$ cat config.mk
export PLATFORM = sky130hd
export DESIGN_NAME = qbvs_queue
export DESIGN_NICKNAME = d
export VERILOG_FILES = /design/src/sv/qbvs_pkg.sv /design/src/sv/qbvs_queue.sv
export SDC_FILE = /design/constraint.sdc
export NUM_CORES = 1
export LEC_CHECK = 0
export BUFFER_PORTS_ARGS = -buffer_cell sky130_fd_sc_hd__buf_4
export CAP_MARGIN = 20
export CORE_MARGIN = 2
export CORE_UTILIZATION = 40
export DETAILED_ROUTE_END_ITERATION = 12
export MAX_ROUTING_LAYER = met4
export SLEW_MARGIN = 15
export SYNTH_ARGS = -nofsm -noshare
export SYNTH_HDL_FRONTEND = slang
export SYNTH_SLANG_ARGS = --single-unit
$ cat constraint.sdc
create_clock -name i_clk -period 19.17 [get_ports i_clk]
set_input_delay 3.834 -clock i_clk [delete_from_list [all_inputs] [get_ports i_clk]]
set_output_delay 3.834 -clock i_clk [all_outputs]
set_load 0.01 [all_outputs]
$ cat src/sv/qbvs_pkg.sv
package qbvs_pkg;

    localparam int MAX_QUADS_DEF = 8192;
    localparam int SLOTS_DEF     = 32;
    localparam int QC_W          = 14;
    localparam int SLOT_W        = 5;
    localparam int CW            = 34;
    localparam int ZW            = 18;
    localparam int Q_DEPTH       = 2;
    localparam logic [15:0] TIL_ONE = 16'd256;
    localparam logic signed [CW-1:0] CORDIC_GAIN = 34'sd652032874;
    localparam logic signed [CW-1:0] ONE_Q30     = 34'sd1073741824;

    typedef struct packed {
        logic signed [31:0] pos_x;
        logic signed [31:0] pos_y;
        logic signed [31:0] pos_z;
        logic signed [31:0] size_x;
        logic signed [31:0] size_y;
        logic [15:0]        angle;
        logic [31:0]        tint;
        logic [15:0]        texture_id;
        logic [15:0]        tiling;
    } t_in;

    typedef struct packed {
        logic signed [31:0] vert_x;
        logic signed [31:0] vert_y;
        logic signed [31:0] vert_z;
        logic [31:0]        color;
        logic               tex_u;
        logic               tex_v;
        logic [SLOT_W-1:0]  slot;
        logic [15:0]        tiling_out;
        logic               batch_start;
        logic               last;
    } t_out;

    typedef struct packed {
        logic signed [31:0] pos_x;
        logic signed [31:0] pos_y;
        logic signed [31:0] pos_z;
        logic signed [31:0] size_x;
        logic signed [31:0] size_y;
        logic [31:0]        tint;
        logic [15:0]        tiling;
        logic [SLOT_W-1:0]  slot;
        logic               started;
        logic signed [31:0] sin_q30;
        logic signed [31:0] cos_q30;
    } t_task;

    typedef enum logic [1:0] {F_IDLE, F_CLASS, F_ROT, F_PUSH} t_fstate;
    typedef enum logic [1:0] {B_IDLE, B_MUL, B_SUM, B_OUT} t_bstate;

    // Arctangent of 2^-i in binary-angle units
    function automatic logic signed [ZW-1:0] atan_step(input logic [3:0] i);
        logic signed [ZW-1:0] r;
        case (i)
            4'd0:  r = 18'sd8192;
            4'd1:  r = 18'sd4836;
            4'd2:  r = 18'sd2555;
            4'd3:  r = 18'sd1297;
            4'd4:  r = 18'sd651;
            4'd5:  r = 18'sd326;
            4'd6:  r = 18'sd163;
            4'd7:  r = 18'sd81;
            4'd8:  r = 18'sd41;
            4'd9:  r = 18'sd20;
            4'd10: r = 18'sd10;
            4'd11: r = 18'sd5;
            4'd12: r = 18'sd3;
            4'd13: r = 18'sd1;
            4'd14: r = 18'sd1;
            default: r = 18'sd0;
        endcase
        return r;
    endfunction

endpackage

$ cat src/sv/qbvs_queue.sv
module qbvs_queue (
    input  logic            i_clk,
    input  logic            i_rst_n,
    input  logic            i_push,
    output logic            o_push_ready,
    input  qbvs_pkg::t_task i_task,
    output logic            o_valid,
    input  logic            i_pop,
    output qbvs_pkg::t_task o_task
);
    import qbvs_pkg::*;

    t_task r_mem [Q_DEPTH];
    logic  r_wp, r_rp;
    logic [1:0] r_cnt;
    logic  c_wr, c_rd;

    assign o_push_ready = (r_cnt < 2'(Q_DEPTH));
    assign o_valid      = (r_cnt != 2'd0);
    assign o_task       = r_mem[r_rp];
    assign c_wr         = i_push && o_push_ready;
    assign c_rd         = i_pop && o_valid;

    // Advance pointers and count
    always_ff @(posedge i_clk) begin
        if (!i_rst_n) begin
            r_wp  <= 1'b0;
            r_rp  <= 1'b0;
            r_cnt <= 2'd0;
        end else begin
            if (c_wr) r_wp <= ~r_wp;
            if (c_rd) r_rp <= ~r_rp;
            r_cnt <= r_cnt + 2'(c_wr) - 2'(c_rd);
        end
    end

    always_ff @(posedge i_clk) begin
        if (c_wr) r_mem[r_wp] <= i_task;
    end

`ifndef NO_ASSERTIONS
    a_cnt_bound: assert property (@(posedge i_clk) disable iff (!i_rst_n)
        r_cnt <= 2'(Q_DEPTH))
        else $error("queue count beyond depth");
    a_ptr_match: assert property (@(posedge i_clk) disable iff (!i_rst_n)
        (r_wp == r_rp) |-> (r_cnt == 2'd0 || r_cnt == 2'(Q_DEPTH)))
        else $error("queue pointers disagree with count");
    a_push_shows: assert property (@(posedge i_clk) disable iff (!i_rst_n)
        (r_cnt == 2'd0 && i_push) |=> o_valid)
        else $error("pushed transaction not visible");
`endif

endmodule

# After elaboration in Yosys (flattened, before gate mapping)
# Memories as Yosys holds them, arrays and structs flattened. A register that Yosys moved wholly into a read port is not among the register bits.
# Index checks and enable logic that the tools add are counted.
[op_classes]
add_sub_neg = 2
magnitude_cmp = 1
muxes = 4
bitwise_logic = 2
reduce_logical = 3
[op_table]
columns = ["cell", "n"]
rows = [
  ["$mux W1", 4],
  ["$add A2 B1 Y2", 1],
  ["$logic_and A1 B1 Y1", 2],
  ["$lt A2 B2 Y1 const B", 1],
  ["$not A1 Y1", 2],
  ["$reduce_bool A2 Y1", 1],
  ["$sub A2 B1 Y2", 1],
]
[word_totals]
reg_bits = 4
mem_bits_rw = 556
in_bits = 282
elab_cells = 16
n_memories = 1
[mem_list]
columns = ["memory", "depth", "word_bits", "read_ports", "rd_ports_with_merged_regs", "write_ports", "line_no", "rtl"]
rows = [
  ["r_mem", 2, 278, 1, 1, 1, "qbvs_queue.sv:13", "t_task r_mem [Q_DEPTH];"],
]

# Longest topological paths before layout
[depth]
ltp_word = 4
ltp_mapped = 6

# Worst setup path before layout
# OpenSTA, ideal clock, no wires.
[synth_path]
kind = "input to register"
startpoint = "in i_push"
endpoint = "reg r_wp"
arrival_ps = 16332
t_required_ps = 19058
setup_slack_ps = 2725
stages = 3
cell_sequence = "nand2b_1 > nor2_1 > o21a_1"
[synth_between]
elab_chain_len = 1
[synth_lines]
columns = ["item", "line_no", "rtl"]
rows = [
  ["start, declared", "qbvs_queue.sv:4", "input logic i_push,"],
  ["$logic_and A1 B1 Y1", "qbvs_queue.sv:21", "assign c_wr = i_push && o_push_ready;"],
  ["end signal, assigned", "qbvs_queue.sv:31", "if (c_wr) r_wp <= ~r_wp;"],
  ["end, declared", "qbvs_queue.sv:14", "logic r_wp, r_rp;"],
]
# No other way between the ends.
# A chain may end at the register's enable or synchronous reset.

==> results.sh <==
export IMPL_ir_worst_vdd_mv=0.0780
export IMPL_vias=10510
export IMPL_run_status="completed"
export IMPL_power_frac_seq=0.460
export IMPL_syn_area_um2=21100
export IMPL_core_um2=52400
export IMPL_root_buffer="clkbuf_16"
export IMPL_worst_path_most_repeated_cell="buf_4"
export IMPL_crit_path_end_kind="output pin"
export IMPL_tns_ns=0
export IMPL_fillCellCount=4254
export IMPL_antenna_found_initial=9
export IMPL_via_per_inst=4.72
export IMPL_final_setup_viol_count=0
export IMPL_postCtsSetupRepairBufs=0
export IMPL_worst_setup_path_start_kind="register"
export IMPL_final_cell_area_um2=27800
export IMPL_cpPeakStageDelay_ns=0.86
export IMPL_hpwl_mm=34.2
export IMPL_syn_inst=892
export IMPL_cp_max_fo=57
export IMPL_wl_per_cell_um=22.0
export IMPL_placedInstanceArea_um2=26000
export IMPL_initial_core_util=0.403
export IMPL_synth_seq_cells=561
export IMPL_yosysUniqueCellTypes=22
export IMPL_p_int_uw=2490
export IMPL_gp_congestion=0.813
export IMPL_crit_arrival_ns=3.76
export IMPL_routed_wl_mm=49.1
export IMPL_yosysWarningCount=0
export IMPL_hold_viol=0
export IMPL_report_final_slew_viol_count=0
export IMPL_crit_chain="buf_4, buf_4, mux2_4, buf_4"
export IMPL_relSlewSlack=0.308
export IMPL_cts_resized=0
export IMPL_multi_input_area_um2=4040
export IMPL_dr_pass1_iters=4
export IMPL_hold_depth=2
export IMPL_critical_path_class="register to output pin"
export IMPL_die_w_um=234
export IMPL_yosysSeqAreaShare=0.794
export IMPL_io_pins=562
export IMPL_worst_path_max_delay_cell="buf_4"
export IMPL_tightest_slew_ns=1.04
export IMPL_drt_iter0_markers=635
export IMPL_critical_path_top_delay_family="buffers and inverters"
export IMPL_die_h_um=234
export IMPL_place_port_buffers=561
export IMPL_area_growth_pct=31.4
export IMPL_drive_gt1_frac=0.604
export IMPL_avgSynthCellArea_um2=23.7
export IMPL_grt_overflow=0
export IMPL_r2r_setup_slack_ns=15.76
export IMPL_hold_buffers=0
export IMPL_clk_pin_slew_ns=0.05
export IMPL_leakagePower_uw=0.0106
export IMPL_pwr_share_clk=0.318
export IMPL_seq_area_um2=16800
export IMPL_cp_depth=4
export IMPL_cts_buffer_depth=3
export IMPL_cts_tree="yes"
export IMPL_skew_ns=0.0240
export IMPL_p_sw_uw=802
export IMPL_layout_nets=1773
export IMPL_switching_share=0.243
export IMPL_cts_sinks=561
export IMPL_synth_fp_nets=1175
export IMPL_rsz0062_at_grt="no"
export IMPL_hp_class="register to register"
export IMPL_worst_r2r_cell_count=4
export IMPL_fin_crit_ns=7.59
export IMPL_grt_usage=0.175
export IMPL_first_global_vias=10677
export IMPL_fmax_mhz=132
export IMPL_antenna_left=0
export IMPL_fin_crit_sh=0.396
export IMPL_die_area_um2=54700
export IMPL_cts_buffers=57
export IMPL_grt_max_degree=157
export IMPL_cp_data_required_time_ns=15.34
export IMPL_p_per_area_nw_per_um2=119
export IMPL_drc=0
export IMPL_max_cap_viol_count=0
export IMPL_path_buf_inv=3
export IMPL_whs_ns=0.585
export IMPL_rows=84
export IMPL_grt_pass1_wl_mm=67.7
export IMPL_clk_latency_ns=0.59
export IMPL_p_comb_frac=0.222
export IMPL_htree_levels=2
-- path summary, 6_finish.rpt --
path / startpoint / end
setup / recovery: register / o_task[162]
hold / removal: r_rp / register
setup reg to reg: r_cnt[1] / r_mem[0][134]
hold reg to reg: r_rp / register
-- per-stage QoR --
step	util	power, µW	instances	setup WS [ns]
finish	0.530	3300	2226	11.58
global route	0.530	3430	2226	11.36
CTS	0.529	3340	2217	11.51
detailed placement	0.496	2290	2119	12.18
global placement	0.496	2280	2119	12.19
floorplan	-	2000	892	2.73
-- synthesized netlist by cell type --
library cell  count  area [µm²]
dfxtp_1           5         100
edfxtp_1        556       16700
nor3_1            1        5.00
o21a_1            1        7.51
nor2b_1           1        6.26
buf_6            26         293
mux2_2           77         867
nand2b_1          1        6.26
ha_1              1        12.5
and4bb_2          1        12.5
and3b_1           1        8.76
a21oi_1           2        10.0
and2_1            4        25.0
and3_1            1        6.26
mux2_4          201        3020
nand3_1           1        5.00
buf_2             5        25.0
inv_1             1        3.75
o21ai_0           3        15.0
or2_2             1        6.26
xnor2_1           1        8.76
nor2_1            1        3.75
-- sequential cells by signal (all words and copies together) (netlist names), named ones only --
| name | flops |
|---|---|
| r_mem | 556 |
| r_wp | 1 |
| r_cnt | 2 |
| r_rp | 1 |
-- tightest hold or removal path, delay by kind of cell, from the launching register on --
family                    cells  cell delay [ns]
and+or+nand+nor               1             0.15
DFF                           1             0.32
xor gates and xnor gates      1             0.08
-- cell families after synthesis --
group	Yosys count	share of synthesized area
AO/OA/AOI/OAI	6	0.00154
XOR/XNOR	1	0.000414
adder cells (fa/ha/maj)	1	0.000592
buffers and inverters	32	0.0152
flip-flops	561	0.794
multiplexers	278	0.184
AND/OR/NAND/NOR	13	0.00402
-- final cells by class --
class,instances,share of cell area
flip-flops and latches,561,0.605
clock inverters,30,0.00964
repair buffers,570,0.155
inverters,1,0.000135
diodes,9,0.000811
well taps,688,0.0310
multi-input cells,299,0.145
clock buffers,68,0.0536
-- placed cells by master (no fill, tap or decap), drive strengths merged --
master  instances
a21oi           2
and2            4
and3            1
and3b           1
and4bb          1
buf           570
bufinv          5
clkbuf         68
clkinv         24
dfxtp           5
diode           9
edfxtp        556
ha              1
inv             2
mux2          278
nand2b          1
nand3           1
nor2            1
nor2b           1
nor3            1
o21a            1
o21ai           3
or2             1
xnor2           1
-- power by group through the flow --
stage	clock [µW]	combinational, µW	sequential [µW]
after floorplan	0	430	1570
after global placement	0	737	1540
after detailed placement	0	741	1540
after CTS	1080	743	1520
after global routing	1130	776	1530
final	1050	731	1520
-- layer usage --
metal | share of wire | track usage
met5 | 0 | -
met4 | 0.026 | 0.0536
met2 | 0.49 | 0.281
met1 | 0.39 | 0.202
met3 | 0.096 | 0.0675
No activity file was read; power rests on OpenSTA's default activity.
