<file path="src/sv/qbvs_pkg.sv">
package qbvs_pkg;

    localparam int MAX_QUADS_DEF = 8192;
    localparam int SLOTS_DEF     = 32;
    localparam int QC_W          = 14;
    localparam int SLOT_W        = 5;
    localparam int CW            = 34;
    localparam int ZW            = 18;
    localparam int Q_DEPTH       = 2;
    localparam logic [15:0] TIL_ONE = 16'd256;
    localparam logic signed [CW-1:0] CORDIC_GAIN = 34'sd652032874;
    localparam logic signed [CW-1:0] ONE_Q30     = 34'sd1073741824;

    typedef struct packed {
        logic signed [31:0] pos_x;
        logic signed [31:0] pos_y;
        logic signed [31:0] pos_z;
        logic signed [31:0] size_x;
        logic signed [31:0] size_y;
        logic [15:0]        angle;
        logic [31:0]        tint;
        logic [15:0]        texture_id;
        logic [15:0]        tiling;
    } t_in;

    typedef struct packed {
        logic signed [31:0] vert_x;
        logic signed [31:0] vert_y;
        logic signed [31:0] vert_z;
        logic [31:0]        color;
        logic               tex_u;
        logic               tex_v;
        logic [SLOT_W-1:0]  slot;
        logic [15:0]        tiling_out;
        logic               batch_start;
        logic               last;
    } t_out;

    typedef struct packed {
        logic signed [31:0] pos_x;
        logic signed [31:0] pos_y;
        logic signed [31:0] pos_z;
        logic signed [31:0] size_x;
        logic signed [31:0] size_y;
        logic [31:0]        tint;
        logic [15:0]        tiling;
        logic [SLOT_W-1:0]  slot;
        logic               started;
        logic signed [31:0] sin_q30;
        logic signed [31:0] cos_q30;
    } t_task;

    typedef enum logic [1:0] {F_IDLE, F_CLASS, F_ROT, F_PUSH} t_fstate;
    typedef enum logic [1:0] {B_IDLE, B_MUL, B_SUM, B_OUT} t_bstate;

    // Arctangent of 2^-i in binary-angle units
    function automatic logic signed [ZW-1:0] atan_step(input logic [3:0] i);
        logic signed [ZW-1:0] r;
        case (i)
            4'd0:  r = 18'sd8192;
            4'd1:  r = 18'sd4836;
            4'd2:  r = 18'sd2555;
            4'd3:  r = 18'sd1297;
            4'd4:  r = 18'sd651;
            4'd5:  r = 18'sd326;
            4'd6:  r = 18'sd163;
            4'd7:  r = 18'sd81;
            4'd8:  r = 18'sd41;
            4'd9:  r = 18'sd20;
            4'd10: r = 18'sd10;
            4'd11: r = 18'sd5;
            4'd12: r = 18'sd3;
            4'd13: r = 18'sd1;
            4'd14: r = 18'sd1;
            default: r = 18'sd0;
        endcase
        return r;
    endfunction

endpackage

</file>
<file path="src/sv/qbvs_back.sv">
module qbvs_back (
    input  logic            i_clk,
    input  logic            i_rst_n,
    input  logic            i_valid,
    output logic            o_pop,
    input  qbvs_pkg::t_task i_task,
    output logic            o_valid,
    input  logic            i_ready,
    output qbvs_pkg::t_out  o_data
);
    import qbvs_pkg::*;

    localparam logic signed [63:0] ROUND = 64'sd1073741824;

    t_bstate r_state, n_state;
    t_task   r_task;
    logic [1:0] r_cnt, r_k;
    logic signed [63:0] r_p [4];
    logic signed [63:0] r_sx, r_sy;
    logic    r_ovalid, n_ovalid;
    t_out    r_out, c_out;
    logic    c_load, c_upos, c_vpos;
    logic signed [31:0] m_a, m_b;
    logic signed [63:0] m_p;
    logic signed [33:0] c_vx, c_vy;
    logic signed [31:0] c_sx, c_sy;

    // Shared multiplier: cos*sx, sin*sy, sin*sx, cos*sy
    always_comb begin
        m_a = (r_cnt == 2'd0 || r_cnt == 2'd3) ? r_task.cos_q30 : r_task.sin_q30;
        m_b = r_cnt[0] ? r_task.size_y : r_task.size_x;
        m_p = m_a * m_b;
    end

    assign c_upos = (r_k == 2'd1) || (r_k == 2'd2);
    assign c_vpos = r_k[1];

    // Round to Q16.16, add the centre, saturate
    always_comb begin
        c_vx = {r_sx[63], r_sx[63:31]} + 34'(r_task.pos_x);
        c_vy = {r_sy[63], r_sy[63:31]} + 34'(r_task.pos_y);
        if (c_vx > 34'sd2147483647) c_sx = 32'sh7FFFFFFF;
        else if (c_vx < -34'sd2147483648) c_sx = 32'sh80000000;
        else c_sx = 32'(c_vx);
        if (c_vy > 34'sd2147483647) c_sy = 32'sh7FFFFFFF;
        else if (c_vy < -34'sd2147483648) c_sy = 32'sh80000000;
        else c_sy = 32'(c_vy);
        c_out.vert_x      = c_sx;
        c_out.vert_y      = c_sy;
        c_out.vert_z      = r_task.pos_z;
        c_out.color       = r_task.tint;
        c_out.tex_u       = c_upos;
        c_out.tex_v       = c_vpos;
        c_out.slot        = r_task.slot;
        c_out.tiling_out  = r_task.tiling;
        c_out.batch_start = r_task.started && (r_k == 2'd0);
        c_out.last        = (r_k == 2'd3);
    end

    always_comb begin
        n_state  = r_state;
        o_pop    = 1'b0;
        c_load   = 1'b0;
        n_ovalid = r_ovalid && !i_ready;
        case (r_state)
            B_IDLE: begin
                if (i_valid) begin
                    o_pop   = 1'b1;
                    n_state = B_MUL;
                end
            end
            B_MUL: begin
                if (r_cnt == 2'd3) n_state = B_SUM;
            end
            B_SUM: n_state = B_OUT;
            B_OUT: begin
                if (!r_ovalid || i_ready) begin
                    c_load   = 1'b1;
                    n_ovalid = 1'b1;
                    n_state  = (r_k == 2'd3) ? B_IDLE : B_SUM;
                end
            end
            default: n_state = B_IDLE;
        endcase
    end

    always_ff @(posedge i_clk) begin
        if (!i_rst_n) begin
            r_state  <= B_IDLE;
            r_ovalid <= 1'b0;
        end else begin
            r_state  <= n_state;
            r_ovalid <= n_ovalid;
        end
    end

    // Multiply, sum per corner, load the output register
    always_ff @(posedge i_clk) begin
        case (r_state)
            B_IDLE: begin
                if (i_valid) r_task <= i_task;
                r_cnt <= 2'd0;
                r_k   <= 2'd0;
            end
            B_MUL: begin
                r_p[r_cnt] <= m_p;
                r_cnt      <= r_cnt + 2'd1;
            end
            B_SUM: begin
                r_sx <= (c_upos ? r_p[0] : -r_p[0]) + (c_vpos ? -r_p[1] : r_p[1]) + ROUND;
                r_sy <= (c_upos ? r_p[2] : -r_p[2]) + (c_vpos ? r_p[3] : -r_p[3]) + ROUND;
            end
            B_OUT: begin
                if (c_load) r_k <= r_k + 2'd1;
            end
            default: begin
            end
        endcase
        if (c_load) r_out <= c_out;
    end

    assign o_valid = r_ovalid;
    assign o_data  = r_out;

endmodule
</file>
<file path="config.mk">
export PLATFORM = sky130hd
export DESIGN_NAME = qbvs_back
export DESIGN_NICKNAME = d
export VERILOG_FILES = /design/src/sv/qbvs_pkg.sv /design/src/sv/qbvs_back.sv
export SDC_FILE = /design/constraint.sdc
export NUM_CORES = 2
export LEC_CHECK = 0
export ABC_AREA = 1
export BUFFER_PORTS_ARGS = -buffer_cell sky130_fd_sc_hd__buf_4
export CAP_MARGIN = 10
export CELL_PAD_IN_SITES_DETAIL_PLACEMENT = 0
export CELL_PAD_IN_SITES_GLOBAL_PLACEMENT = 1
export CORE_UTILIZATION = 45
export DETAILED_ROUTE_END_ITERATION = 7
export PLACE_DENSITY_LB_ADDON = 0.3
export SYNTH_ARGS = -nofsm -noshare
export SYNTH_HDL_FRONTEND = slang
export SYNTH_SLANG_ARGS = --single-unit
</file>
<file path="constraint.sdc">
create_clock -name i_clk -period 16.9 [get_ports i_clk]
set_input_delay 0 -clock i_clk [delete_from_list [all_inputs] [get_ports i_clk]]
set_output_delay 0 -clock i_clk [all_outputs]
set_load 0.005 [all_outputs]
</file>
Word level (Yosys, flattened, before mapping)
Memory sizes are Yosys's and may differ from the RTL's.
Cells that the tools add are included.
{"block": "classes", "addsub": 12, "n_reduce_logical": 15, "eq_ne": 11, "multipliers": 1, "n_mux": 24, "order_cmp": 4}
{"op": "two-way mux 64 bit", "count": 4}
{"op": "negation 64 bit", "count": 4}
{"op": "adder 64 x 32 -> 64 bit, second input constant", "count": 2}
{"op": "adder 64 bit", "count": 2}
{"op": "two-way mux 32 bit", "count": 4}
{"op": "adder 33 x 32 -> 34 bit", "count": 2}
{"op": "> comparator 34 x 32 -> 1 bit, second input constant", "count": 2}
{"op": "less-than comparator 34 x 32 -> 1 bit, second input constant", "count": 2}
{"op": "multiplier 32 x 32 -> 64 bit", "count": 1}
{"op": "equality test 2 bit, second input constant", "count": 5}
{"op": "two-way mux 2 bit", "count": 5}
{"op": "two-way mux 1 bit", "count": 8}
{"op": "!= test 2 bit, second input constant", "count": 4}
{"op": "case mux 2 bit (2 select lines)", "count": 2}
{"op": "case mux 2 bit (4 select lines)", "count": 1}
{"op": "zero test 2 bit", "count": 3}
{"op": "adder 2 x 1 -> 2 bit, second input constant", "count": 2}
{"op": "equality test 2 x 1 -> 1 bit, second input constant", "count": 2}
{"op": "AND reduction 2 bit", "count": 2}
{"op": "nonzero test 2 bit", "count": 2}
{"op": "logical OR 1 bit", "count": 3}
{"op": "AND reduction 3 bit", "count": 1}
{"op": "logical AND 1 bit", "count": 2}
{"op": "zero test 1 bit", "count": 2}
{"block": "totals", "out_inout_bits": 155, "wordCells": 95, "reg_bits": 566, "ramBits": 256, "n_memories": 1}
{"name": "r_p", "words": 4, "word_bits": 64, "rd": 4, "rd_clocked_by_memory_dff": 0, "wr": 1, "line_no": "qbvs_back.sv:18", "rtl": "logic signed [63:0] r_p [4];"}

Longest topological paths before layout
{"block": "depth", "ltp_word": 6, "mapped_depth": 38, "ltp_nobuf": 33}

Worst setup path after synthesis
OpenSTA, ideal clock, no wires.
{"block": "synth_timing", "path_kind": "flip-flop to flip-flop", "startpoint": "register r_state[1]", "endpoint": "register r_task, in the netlist c_out[10] (enable)", "path_buffers": 0, "path_slack_ps": 3838, "path_stages_with_launch": 4, "t_arrival_ps": 12132, "setup_time_ps": 930, "period_less_slack_ps": 13062, "path_cell_list": "dfxtp_1 -> nor2_1 -> inv_1 -> nor2_1"}
{"block": "synth_via", "elab_chain_cells": 2}
{"element": "from (decl)", "line_no": "qbvs_back.sv:15", "rtl": "t_bstate r_state, n_state;"}
{"element": "from (signal assigned)", "line_no": "qbvs_back.sv:92", "rtl": "r_state <= n_state;"}
{"element": "zero test 2 bit", "line_no": "qbvs_back.sv:99", "rtl": "case (r_state)"}
{"element": "AND reduction 2 bit (no source line)"}
{"element": "to (signal assigned)", "line_no": "qbvs_back.sv:101", "rtl": "if (i_valid) r_task <= i_task;"}
{"element": "to (decl)", "line_no": "qbvs_back.sv:16", "rtl": "t_task r_task;"}
No other way between the ends.
A chain may end at the register's enable or synchronous reset.

Worst setup path in the final report
{"block": "layout_timing", "startpoint": "register r_cnt[0]", "endpoint": "memory r_p[1][49], data pin"}
{"block": "layout_via", "elab_chain_cells": 4, "word_cells_on_any_way": 6}
{"element": "from (decl)", "line_no": "qbvs_back.sv:17", "rtl": "logic [1:0] r_cnt, r_k;"}
{"element": "from (signal assigned)", "line_no": "qbvs_back.sv:107", "rtl": "r_cnt <= r_cnt + 2'd1;"}
{"element": "equality test 2 bit / zero test 2 bit (equally long branches)", "line_no": "qbvs_back.sv:30", "rtl": "m_a = (r_cnt == 2'd0 || r_cnt == 2'd3) ? r_task.cos_q30 : r_task.sin_q30;"}
{"element": "logical OR 1 bit", "line_no": "qbvs_back.sv:30"}
{"element": "two-way mux 32 bit", "line_no": "qbvs_back.sv:30"}
{"element": "multiplier 32 x 32 -> 64 bit *", "line_no": "qbvs_back.sv:32", "rtl": "m_p = m_a * m_b;"}
{"element": "net m_p[49]", "line_no": "qbvs_back.sv:24", "rtl": "logic signed [63:0] m_p;"}
{"element": "to (decl)", "line_no": "qbvs_back.sv:18"}
The timed path passes the listed nets; every way through them passes the cells marked *.

==> flow_summary.toml <==
[synthesis]
synth_area_um2 = 83980
synth-seq-cells = 760
synth_xor_area_share_pct = 3.775
avgSynthCellArea_um2 = 8.468
synth_top_family_by_area = "adder cells"
synth_compound_gate_area_share_pct = 5.246
yosysSeqAreaShare_pct = 27.14
synth_fa_ha_area_share_pct = 33.38
ys_types = 52
yosys.area_share.simple_pct = 20.88
async_reset_ff_share_pct = 0
syn-num-nets = 11790
synthFlopType = "edfxtp_1"
synthMuxAreaShare_pct = 0
synth_edf_count = 757
syn_inst = 9918
yosysWarningCount = 0

[routing]
vias_per_cell = 5.298
first_pass_iters = 8
routedWlPerCell_um = 23.28
ant_nets = 0
dr.first_iter.drc_count = 5338
drc = 2
drt-total-wl_um = 313300
num_vias = 71290

[timing]
fin_crit_sh_pct = 64.10
fin_crit_ps = 10830
fin_setup_tns_ps = 0
fin_skew_ps = 73.93
rsz0062_at_grt = "false"
tightestPinTransition_ps = 1197
setup_viol = 0
maxSlewHeadroom_pct = 19.94
drv_slew = 0
max_freq_mhz = 92.32
hold_violations = 0

[floorplanning]
io_pins = 437
rows = 158
initial_core_util_pct = 45.29
fp.dieW_um = 434
design.core.area_um2 = 185400
die_h_um = 434
die_area_um2 = 188400

[cts]
numCtsBuffers = 86
cts_tree = "yes"
cts_buffer_depth = 3
post_cts_buffers = 0
root_buffer = "clkbuf_16"
clock_latency_ps = 790
clkSinkCount = 760
clk_pin_slew_ps = 60
post_cts_resized = 0
cts_max_level = 3

[setup_path]
critPathArrivalTime_ps = 11280
cpPeakStageDelay_ps = 960
cp_slowest_cell = "fa_1"
cp_common_cell = "fa_1"
required_ps = 17340
cp-end-kind = "flip-flop"
path_class = "reg -> reg"
r2r_slack_ps = 6070
crit_path_start_kind = "flip-flop"
crit_path_max_fanout = 64

[worst_hold_path]
hold_path.class = "in -> reg"

[global_routing]
grt_max_degree = 77
track_usage_pct = 33.55
antenna_found_initial = 4
grt_pass1_wl_um = 465700
grt_pass1_vias = 74880
grt_overflow = 0

[placement]
gp_congestion = 1.017
port_buffers = 436
hpwl_um = 256900

[final_layout]
fin_nets = 12770
layout-drive-gt1-share_pct = 7.612
syn_to_final_growth_pct = 17.66

[status]
failed_checks = "design-rule violations"
status = "finished with violations"

[job]
cap_violations = 0
what timing repair did:
| action | 4_1_cts | 5_1_grt |
|---|---|---|
| setup endpoints to repair | 0 | 0 |
| hold buffers | 559 | 0 |
| endpoints found under the hold margin | 319 | 0 |
flip-flops by register name, summed over array words and instances, names as in the netlist:
register  flops
r_p         256
r_task      193
o_data      153
c_out        85
r_sx         33
r_sy         33
r_cnt         2
r_k           2
r_state       2
o_valid       1
cells in the final DEF (no fill, tap or decap), types with 90 or more instances in the layout:
master / n
xor2_1: 277
buf_4: 535
dlygate4sd3_1: 559
nand3_1: 328
nand2_1: 2150
nand4_1: 96
fa_1: 1084
o21ai_0: 227
inv_1: 1866
ha_1: 504
a21oi_1: 364
nor3_1: 90
nor2_1: 1490
edfxtp_1: 757
path summary, 6_finish.rpt:
path               startpoint         end  depth (start not counted)
setup / recovery     r_cnt[0]  r_p[1][49]                         28
hold reg to reg     c_out[43]  o_data[43]                          0
setup reg to reg     r_cnt[0]  r_p[1][49]                         28
hold / removal    i_task[209]   c_out[84]                          2
layout make-up:
class / instances / area [µm²]
fillers: 17200 / 86620
multi-input cells: 7060 / 53260
flip-flops and latches: 760 / 22790
repair buffers: 1094 / 9612
inverters: 1897 / 7122
well taps: 2480 / 3103
clock buffers: 100 / 2205
clock inverters: 59 / 708.2
diodes: 7 / 17.52
cell families after synthesis:
kind of cell    count (synthesis)
xor+xnor                      362
buf+inv                      2098
simple gates                 4315
flops                         760
fa+ha+maj                    1590
compound gates                793
metal layers:
layer | part of all wire (%) | routed length (µm) | global-route usage (%) | up-vias
met4 | 6.0 | 18860 | 17.33 | 2
li1 | - | - | - | 32710
met3 | 6.5 | 20470 | 4.633 | 688
met2 | 48 | 149500 | 56.80 | 2743
met1 | 40 | 124500 | 41.73 | 35140
met5 | 0.0041 | 13 | 0 | -
cell usage after synthesis (3+ instances only):
cell / count / area share (%)
nor3_1: 90 / 0.54
nand2_4: 8 / 0.11
nor2_4: 9 / 0.12
or2_2: 8 / 0.060
nor2_1: 1497 / 6.7
o21ai_2: 35 / 0.37
fa_1: 1084 / 26
nand3_2: 4 / 0.048
nand2_1: 2150 / 9.6
inv_2: 17 / 0.076
nor2_2: 17 / 0.13
o31ai_1: 10 / 0.089
a21oi_1: 364 / 2.2
nand3b_1: 23 / 0.21
o21a_1: 14 / 0.13
nor3_2: 9 / 0.11
xor2_1: 277 / 2.9
nand3_1: 328 / 2.0
and3_1: 11 / 0.082
o211ai_1: 9 / 0.080
or2_1: 3 / 0.022
ha_1: 506 / 7.5
nor4_1: 26 / 0.19
clkinv_1: 13 / 0.058
nand2_2: 27 / 0.20
a21boi_0: 10 / 0.089
o21ai_0: 241 / 1.4
xnor2_1: 85 / 0.89
nand4_1: 96 / 0.72
o21bai_1: 41 / 0.37
inv_1: 1867 / 8.3
buf_2: 53 / 0.32
buf_6: 13 / 0.17
and2_1: 4 / 0.030
o21ai_1: 26 / 0.15
clkbuf_1: 119 / 0.53
a31oi_1: 19 / 0.14
edfxtp_1: 757 / 27
a21o_1: 16 / 0.14
buf_1: 14 / 0.063
dfxtp_1: 3 / 0.072
metrics by stage:
step / hold slack (ps) / utilization, % / worst slack [ps] / cell area (µm²) / std cells
2_1_floorplan: 98.87 / - / 3838 / 83980 / 9918
3_3_place_gp: 178.2 / 48.69 / 6266 / 90290 / 12730
3_5_place_dp: 179.3 / 48.69 / 6081 / 90290 / 12730
4_1_cts: 5.878 / 53.28 / 6047 / 98800 / 13450
5_1_grt: 31.50 / 53.28 / 5300 / 98800 / 13450
6_report: 60.33 / 53.29 / 6068 / 98810 / 13460
critical path: cells and delay by family, from the launching register on:
family | cells | cell delay (ps)
fa+ha+maj | 10 | 6060
buf+inv | 8 | 1630
flops | 1 | 370
simple gates | 8 | 1500
compound gates | 1 | 330
xor+xnor | 1 | 490
Power is left out: the tool's default activity adds up to more than one toggle a clock period on the data nets, which glitch-free logic cannot reach.
