**src/sv/qbvs_pkg.sv**
```systemverilog
package qbvs_pkg;

    localparam int MAX_QUADS_DEF = 8192;
    localparam int SLOTS_DEF     = 32;
    localparam int QC_W          = 14;
    localparam int SLOT_W        = 5;
    localparam int CW            = 34;
    localparam int ZW            = 18;
    localparam int Q_DEPTH       = 2;
    localparam logic [15:0] TIL_ONE = 16'd256;
    localparam logic signed [CW-1:0] CORDIC_GAIN = 34'sd652032874;
    localparam logic signed [CW-1:0] ONE_Q30     = 34'sd1073741824;

    typedef struct packed {
        logic signed [31:0] pos_x;
        logic signed [31:0] pos_y;
        logic signed [31:0] pos_z;
        logic signed [31:0] size_x;
        logic signed [31:0] size_y;
        logic [15:0]        angle;
        logic [31:0]        tint;
        logic [15:0]        texture_id;
        logic [15:0]        tiling;
    } t_in;

    typedef struct packed {
        logic signed [31:0] vert_x;
        logic signed [31:0] vert_y;
        logic signed [31:0] vert_z;
        logic [31:0]        color;
        logic               tex_u;
        logic               tex_v;
        logic [SLOT_W-1:0]  slot;
        logic [15:0]        tiling_out;
        logic               batch_start;
        logic               last;
    } t_out;

    typedef struct packed {
        logic signed [31:0] pos_x;
        logic signed [31:0] pos_y;
        logic signed [31:0] pos_z;
        logic signed [31:0] size_x;
        logic signed [31:0] size_y;
        logic [31:0]        tint;
        logic [15:0]        tiling;
        logic [SLOT_W-1:0]  slot;
        logic               started;
        logic signed [31:0] sin_q30;
        logic signed [31:0] cos_q30;
    } t_task;

    typedef enum logic [1:0] {F_IDLE, F_CLASS, F_ROT, F_PUSH} t_fstate;
    typedef enum logic [1:0] {B_IDLE, B_MUL, B_SUM, B_OUT} t_bstate;

    // Arctangent of 2^-i in binary-angle units
    function automatic logic signed [ZW-1:0] atan_step(input logic [3:0] i);
        logic signed [ZW-1:0] r;
        case (i)
            4'd0:  r = 18'sd8192;
            4'd1:  r = 18'sd4836;
            4'd2:  r = 18'sd2555;
            4'd3:  r = 18'sd1297;
            4'd4:  r = 18'sd651;
            4'd5:  r = 18'sd326;
            4'd6:  r = 18'sd163;
            4'd7:  r = 18'sd81;
            4'd8:  r = 18'sd41;
            4'd9:  r = 18'sd20;
            4'd10: r = 18'sd10;
            4'd11: r = 18'sd5;
            4'd12: r = 18'sd3;
            4'd13: r = 18'sd1;
            4'd14: r = 18'sd1;
            default: r = 18'sd0;
        endcase
        return r;
    endfunction

endpackage

```
**src/sv/qbvs_front.sv**
```systemverilog
module qbvs_front #(
    parameter int MAX_QUADS = qbvs_pkg::MAX_QUADS_DEF,
    parameter int SLOTS     = qbvs_pkg::SLOTS_DEF
) (
    input  logic            i_clk,
    input  logic            i_rst_n,
    input  logic            i_valid,
    output logic            o_ready,
    input  qbvs_pkg::t_in   i_data,
    output logic            o_push,
    input  logic            i_push_ready,
    output qbvs_pkg::t_task o_task
);
    import qbvs_pkg::*;

    localparam int SU_W = $clog2(SLOTS + 1);
    localparam int IX_W = $clog2(SLOTS);

    t_fstate r_state, n_state;
    t_in     r_in;
    logic [QC_W-1:0] r_qc;
    logic [SU_W-1:0] r_su;
    logic [15:0]     r_tab [SLOTS];
    logic [IX_W-1:0] r_slot;
    logic            r_started;
    logic [15:0]     r_til;
    logic signed [CW-1:0] r_x, r_y;
    logic signed [ZW-1:0] r_z;
    logic            r_flip;
    logic [3:0]      r_it;

    logic            c_started, c_found, c_wr;
    logic [SU_W-1:0] c_su, c_new_su;
    logic [IX_W-1:0] c_hit, c_slot;
    logic [15:0]     c_til;
    logic signed [ZW-1:0] c_z0, c_zf;
    logic            c_flip;
    logic signed [CW-1:0] c_xs, c_ys, c_fx, c_fy, c_cx, c_cy;

    // Classify: batch limit, slot lookup, slot allocation
    always_comb begin
        c_started = (r_qc >= QC_W'(MAX_QUADS));
        c_su      = c_started ? SU_W'(1) : r_su;
        c_found   = 1'b0;
        c_hit     = '0;
        for (int i = 1; i < SLOTS; i++) begin
            if (!c_found && (SU_W'(i) < c_su) && (r_tab[i] == r_in.texture_id)) begin
                c_found = 1'b1;
                c_hit   = IX_W'(i);
            end
        end
        c_new_su = c_su;
        c_slot   = '0;
        c_wr     = 1'b0;
        c_til    = r_in.tiling;
        if (r_in.texture_id != 16'd0) begin
            if (c_found) begin
                c_slot = c_hit;
            end else begin
                if (c_su >= SU_W'(SLOTS)) begin
                    c_started = 1'b1;
                    c_su      = SU_W'(1);
                end
                c_slot   = IX_W'(c_su);
                c_wr     = 1'b1;
                c_new_su = c_su + SU_W'(1);
            end
        end else begin
            c_til = TIL_ONE;
        end
    end

    // Fold the angle into a quarter turn either side of zero
    always_comb begin
        c_z0   = {{(ZW-16){r_in.angle[15]}}, r_in.angle};
        c_zf   = c_z0;
        c_flip = 1'b0;
        if (c_z0 > 18'sd16384) begin
            c_zf   = c_z0 - 18'sd32768;
            c_flip = 1'b1;
        end else if (c_z0 < -18'sd16384) begin
            c_zf   = c_z0 + 18'sd32768;
            c_flip = 1'b1;
        end
    end

    // Rotation step and final clamp
    always_comb begin
        c_xs = r_x >>> r_it;
        c_ys = r_y >>> r_it;
        c_fx = r_flip ? -r_x : r_x;
        c_fy = r_flip ? -r_y : r_y;
        c_cx = c_fx;
        c_cy = c_fy;
        if (c_fx > ONE_Q30) c_cx = ONE_Q30;
        else if (c_fx < -ONE_Q30) c_cx = -ONE_Q30;
        if (c_fy > ONE_Q30) c_cy = ONE_Q30;
        else if (c_fy < -ONE_Q30) c_cy = -ONE_Q30;
    end

    always_comb begin
        n_state = r_state;
        o_ready = 1'b0;
        o_push  = 1'b0;
        case (r_state)
            F_IDLE: begin
                o_ready = 1'b1;
                if (i_valid) n_state = F_CLASS;
            end
            F_CLASS: n_state = F_ROT;
            F_ROT: begin
                if (r_it == 4'd15) n_state = F_PUSH;
            end
            F_PUSH: begin
                o_push = 1'b1;
                if (i_push_ready) n_state = F_IDLE;
            end
            default: n_state = F_IDLE;
        endcase
    end

    always_comb begin
        o_task.pos_x   = r_in.pos_x;
        o_task.pos_y   = r_in.pos_y;
        o_task.pos_z   = r_in.pos_z;
        o_task.size_x  = r_in.size_x;
        o_task.size_y  = r_in.size_y;
        o_task.tint    = r_in.tint;
        o_task.tiling  = r_til;
        o_task.slot    = SLOT_W'(r_slot);
        o_task.started = r_started;
        o_task.sin_q30 = 32'(c_cy);
        o_task.cos_q30 = 32'(c_cx);
    end

    always_ff @(posedge i_clk) begin
        if (!i_rst_n) begin
            r_state <= F_IDLE;
            r_qc    <= '0;
            r_su    <= SU_W'(1);
        end else begin
            r_state <= n_state;
            if (r_state == F_CLASS) begin
                r_qc <= (c_started ? QC_W'(0) : r_qc) + QC_W'(1);
                r_su <= c_new_su;
            end
        end
    end

    // Hold the transaction, update the slot table, run the rotation
    always_ff @(posedge i_clk) begin
        case (r_state)
            F_IDLE: begin
                if (i_valid) r_in <= i_data;
            end
            F_CLASS: begin
                if (c_wr) r_tab[c_slot] <= r_in.texture_id;
                r_slot    <= c_slot;
                r_started <= c_started;
                r_til     <= c_til;
                r_x       <= CORDIC_GAIN;
                r_y       <= '0;
                r_z       <= c_zf;
                r_flip    <= c_flip;
                r_it      <= 4'd0;
            end
            F_ROT: begin
                if (r_z >= 0) begin
                    r_x <= r_x - c_ys;
                    r_y <= r_y + c_xs;
                    r_z <= r_z - atan_step(r_it);
                end else begin
                    r_x <= r_x + c_ys;
                    r_y <= r_y - c_xs;
                    r_z <= r_z + atan_step(r_it);
                end
                r_it <= r_it + 4'd1;
            end
            default: begin
            end
        endcase
    end

endmodule

```
**config.mk**
```make
export PLATFORM = sky130hd
export DESIGN_NAME = qbvs_front
export DESIGN_NICKNAME = d
export VERILOG_FILES = /design/src/sv/qbvs_pkg.sv /design/src/sv/qbvs_front.sv
export SDC_FILE = /design/constraint.sdc
export NUM_CORES = 2
export LEC_CHECK = 0
export ABC_AREA = 1
export BUFFER_PORTS_ARGS = -buffer_cell sky130_fd_sc_hd__buf_2
export CORE_MARGIN = 10
export CORE_UTILIZATION = 35
export DETAILED_ROUTE_END_ITERATION = 10
export GPL_TIMING_DRIVEN = 1
export PLACE_DENSITY = 0.61
export SYNTH_ARGS = -nofsm -noshare
export SYNTH_HDL_FRONTEND = slang
export SYNTH_SLANG_ARGS = --single-unit
export TNS_END_PERCENT = 50
```
**constraint.sdc**
```tcl
create_clock -name i_clk -period 6.9 [get_ports i_clk]
set_clock_uncertainty 0.15 [all_clocks]
set_input_delay 1.38 -clock i_clk [delete_from_list [all_inputs] [get_ports i_clk]]
set_output_delay 1.38 -clock i_clk [all_outputs]
set_load 0.005 [all_outputs]
```
### Word-level counts from Yosys, hierarchy flattened

Memory sizes are Yosys's and may differ from the RTL's. A register that Yosys moved wholly into a read port is not among the register bits.
Index checks and enable logic that the tools add are counted.

* memory bits (writable): 512
* memories kept: 3
* bits in registers: 375
* word-level logic and storage cells: 319
* ROM bits: 448

* reductions and logical operators: 96
* mux-type cells: 107
* shift operators: 2
* $lt $le $gt $ge: 40
* $add $sub $neg: 13
* equal/unequal tests: 38

Memory list
* r_tab: depth 32, bits a word 16, rd ports 31, clocked after memory_dff 0, write ports 1, RTL line qbvs_front.sv:23 `logic [15:0] r_tab [SLOTS];`
* (no name shown): depth 16, bits a word 14, rd ports 1, clocked after memory_dff 1, write ports 0, RTL line qbvs_pkg.sv:59 `case (i)`
* (no name shown): depth 16, bits a word 14, rd ports 1, clocked after memory_dff 1, write ports 0, RTL line qbvs_pkg.sv:59

Operator list (number)
* == test 16 bit: 31
* 2-to-1 mux 5 bit: 32
* 2-to-1 mux 34 bit: 4
* one-hot mux 34 bit (2 select lines): 2
* 2-to-1 mux 32 bit: 4
* 2-to-1 mux 18 bit: 7
* less-than comparator 5 x 6 -> 1 bit (first input constant): 16
* adder 34 bit: 2
* > comparator 34 x 32 -> 1 bit (second input constant): 2
* less-than comparator 34 x 31 -> 1 bit (second input constant): 2
* negation 34 bit: 2
* >>> shifter 34 x 4 -> 34 bit: 2
* subtractor 34 bit: 2
* logical AND 1 bit: 61
* less-than comparator 4 x 6 -> 1 bit (first input constant): 8
* 2-to-1 mux 1 bit: 43
* 2-to-1 mux 6 bit: 6
* one-hot mux 18 bit (2 select lines): 1
* zero test 1 bit: 30
* less-than comparator 3 x 6 -> 1 bit (first input constant): 4
* adder 16 x 17 -> 18 bit (second input constant): 1
* adder 18 bit: 1
* greater-or-equal comparator 18 x 1 -> 1 bit (second input constant): 1
* subtractor 16 x 17 -> 18 bit (second input constant): 1
* 24 further kinds: 31

### Logic depth before layout (Yosys ltp)

* word-level depth: 130
* depth in mapped cells: 39
* depth with buffers taken out: 36

### Worst setup path before layout

No wires, ideal clock.

* path type: input port to flip-flop
* start point: input i_valid
* end point: register r_in (netlist bit c_z0[0]), enable pin
* slack: 0.107 ns
* library setup time: 0.592 ns
* arrival: 6.051 ns
* buffers on the path: 0
* stages: 2
* required time: 6.158 ns
* cell sequence: nand2_1 -> inv_1

* cells in the longest elaborated chain, start to end: 1

Ends and longest elaborated chain
* from (decl): RTL line qbvs_front.sv:7 `input logic i_valid,`
* AND reduction 2 bit (no line)
* to (signal assigned): RTL line qbvs_front.sv:154 `if (i_valid) r_in <= i_data;`
* to (decl): RTL line qbvs_front.sv:20 `t_in r_in;`

No other way between the ends.
A chain may end at the register's enable or synchronous reset.

==> metrics.md <==
| Metric | Value |
|---|---|
| Post-Syn Area | `46,900 um2` |
| GP Congestion | `approximately 0.93` |
| Synth area leaders | `edfxtp_1, nand2_1, xor2_1` |
| Inst Count DP | `6,641` |
| Worst endpoint data arrival time | `4.95 ns` |
| Cell area power density | `509 nW/um2` |
| Share of layout cells above drive strength 1 | `17.8%` |
| Die Area | `149,000 um2` |
| Yosys reg bits | `885` |
| Gr ovfl total | `0` |
| Commonest non-fill, non-tap cell in the layout | `edfxtp_1` |
| Syn Nets | `4,947` |
| Seq/Total Area, Yosys | `roughly 56%` |
| Final Cell Area | `54,100 um2` |
| Global-route wire length before repair | `198 mm` |
| PnR worst setup slack | `0.416 ns` |
| Worst-path maximum fanout | `12` |
| Area post-placement | `50,600 um2` |
| IO Pins | `524` |
| Core area | `133,000 um2` |
| Peak VDD IR | `0.292 mV` |
| Number of flops mapped to enable cells by yosys | `849` |
| MaxCap Viol Count | `0` |
| Clock sink count | `between 800 and 900` |
| Post-synth ARST share | `0%` |
| Number of nets still failing antenna checks after routing | `0` |
| Pre-CTS setup slack | `0.388 ns` |
| Port buffer count | `523` |
| GR Util All Layers | `17.2%` |
| Largest net degree at the start of global routing | `~140` |
| Crit path launch type | `register` |
| CTS H-tree lvls | `3` |
| Maximum clock frequency | `154 MHz` |
| Antenna violations before repair | `18` |
| Worst skew pair latency | `0.73 ns` |
| Worst Setup End Kind | `output port` |
| Post-synth top area cell | `edfxtp_1` |
| Routed wire length per instance | `19.5 um` |
| DIE WIDTH | `386 um` |
| Rows | `approximately 130` |
| Remaining DRCs | `0` |
| Tmin final | `6.48 ns` |
| Non-Filler Instances | `a little under 7,000` |
| Final HPWL DP | `92.2 mm` |
| Chip height | `386 um` |
| Layout Nets | `5,336` |
| Final worst-path cycle share | `94.0%` |
| FILL cells | `12,900` |
| DR iter-0 viols | `2,576` |
| Min-delay worst type | `register to register` |
| Most frequent cells in the layout | `edfxtp_1, nand2_1, buf_2` |
| Initial Util | `35.2%` |
| WS Path Type | `register to output port` |
| Vias | `33,600` |
| Worst slew pin tran | `1.09 ns` |
| Synth top area share | `54.4%` |
| Most used flip-flop cell after synthesis | `edfxtp_1` |
| Synthesized instance count | `4,597` |
| Final WL | `~130 mm` |
| Max-slew violation count | `0` |
| Synth warnings | `0` |
| Slew headroom | `27.6%` |
| Pre-antenna DRT Iters | `5` |
| Syn Area/Cell | `10.2 um2` |
| Synth unique cells | `62` |
| Outcome | `complete, no violations` |
| Critical Path RT | `around 5.4 ns` |
| Vias in the first global route | `about 33,000` |
| Root buffer selected by CTS | `clkbuf_16` |
| Worst-path clk slew | `roughly 0.060 ns` |
| Clock buffer depth | `3` |
| Area delta synth->final | `15.4%` |
| Cts bufs inserted | `100` |
| Leak | `between 20 and 25 nW` |
| Drt via density | `4.91` |
| TritonCTS clock tree | `done` |
| Setup violators final | `0` |
| Final hold vios | `0` |
## layout make-up
type | instances | area [um2] | share of cell area (%)
diodes | 7 | 17.5 | 0.0324
clock buffers | 112 | 2570 | 4.75
clock inverters | 69 | 734 | 1.36
inverters | 450 | 1700 | 3.14
multi-input cells | 2910 | 17000 | 31.4
flip-flops and latches | 885 | 26200 | 48.4
well taps | 1768 | 2210 | 4.09
repair buffers | 639 | 3670 | 6.78
## power breakdown
part | total, mW | internal [mW] | leakage (nW) | switching (mW)
registers | 7.79 | 7.20 | 8.09 | 0.590
logic | 14.4 | 4.95 | 12.1 | 9.46
clock network | 5.35 | 3.08 | 1.58 | 2.28
## final timing paths
check	end	startpoint	slack [ns]	depth (start not counted)
setup / recovery	o_task[33]	r_y[0]	0.42	24
hold / removal	r_qc[0]	r_qc[0]	0.33	2
setup reg to reg	r_y[33]	r_it[1]	0.70	34
hold reg to reg	r_qc[0]	r_qc[0]	0.33	2
## timing repair
action / 4_1_cts / 5_1_grt
resized for setup: 6 / 27
pin swaps: 0 / 6
hold buffers: 0 / 0
setup buffers: 0 / 9
setup endpoints to repair: 52 / 70
gates cloned: 0 / 2
## cell usage after synthesis (3+ instances only)
cell type  number
a211oi_1       16
a21boi_0        7
a21oi_1       188
a221oi_1       13
a22o_1         11
a31oi_1        16
buf_1          26
buf_2          62
buf_4         204
clkbuf_1       61
clkinv_1        6
dfxtp_1        36
edfxtp_1      849
fa_1            3
ha_1          103
inv_1         430
inv_2          14
mux2i_1        46
nand2_1       771
nand2_2         5
nand3_1        90
nand3_2         5
nand3b_1        4
nand4_1        77
nand4_2         6
nor2_1        421
nor2_2          5
nor2_4          6
nor3_1         65
nor3_2          7
nor4_1         64
nor4b_1         3
o2111ai_1       8
o211ai_1       21
o21a_1          8
o21ai_0       326
o21ai_1         9
o21bai_1       11
o22a_1          3
o22ai_1        27
o31ai_1        13
o41ai_1         3
or2_2          34
xnor2_1       173
xor2_1        319
## metal layers
| layer | global-route usage [%] | part of all wire (%) | vias up |
|---|---|---|---|
| met4 | 4.95 | 2.5 | 14 |
| met5 | 0 | 0.080 | - |
| met2 | 29.8 | 49 | 1072 |
| met1 | 21.5 | 42 | 16000 |
| li1 | - | - | 16300 |
| met3 | 3.50 | 6.8 | 205 |
## critical path, stage by stage (launching register included)
cell and delay (ns):
edfxtp_1 0.45, inv_2 0.13, ha_1 0.15, inv_1 0.05, nor3_2 0.14, and3_1 0.17, inv_1 0.05, nor2_1 0.13
nand3_1 0.15, nor4_1 0.19, buf_4 0.17, nand4_1 0.07, buf_4 0.17, buf_4 0.15, nand2_1 0.10, xor2_2 0.26
nand4_1 0.20, nor4_4 0.31, buf_4 0.18, nand4_1 0.15, o21ai_4 0.25, a21boi_4 0.12, buf_4 0.21, a211oi_1 0.15
buf_2 0.15
## state kept, by name, indices dropped and copies added, names as in the netlist, 2 cells and up, named ones only
register and cells:
r_slot 5, r_qc 14, r_su 6, o_task 192, r_x 34, c_z0 16
r_in 32, r_tab 496, r_z 18, r_y 34, r_state 2, r_it 4
r_til 16
## through the flow
| stage | power (mW) | hold slack, ns | utilization, % | setup TNS [ns] |
|---|---|---|---|---|
| 2_1_floorplan | 18.2 | 0.298 | - | 0 |
| 3_5_place_dp | 22.0 | 0.318 | 37.9 | 0 |
| 6_report | 27.5 | 0.330 | 40.6 | 0 |
| 4_1_cts | 27.5 | 0.337 | 40.4 | -0.0680 |
| 3_3_place_gp | 21.8 | 0.316 | 37.9 | 0 |
| 5_1_grt | 29.8 | 0.366 | 40.6 | -0.0379 |
## logic make-up after synthesis
family                   count (synthesis)  synth area share, %
buffers and inverters                  804                 8.24
AND/OR/NAND/NOR                       1575                 14.6
multiplexers                            46                0.982
flip-flops                             885                 55.9
AO/OA/AOI/OAI                          689                 8.25
adder cells (fa/ha/maj)                106                 2.88
XOR/XNOR                               492                 9.19
(Power assumes the default switching activity.)
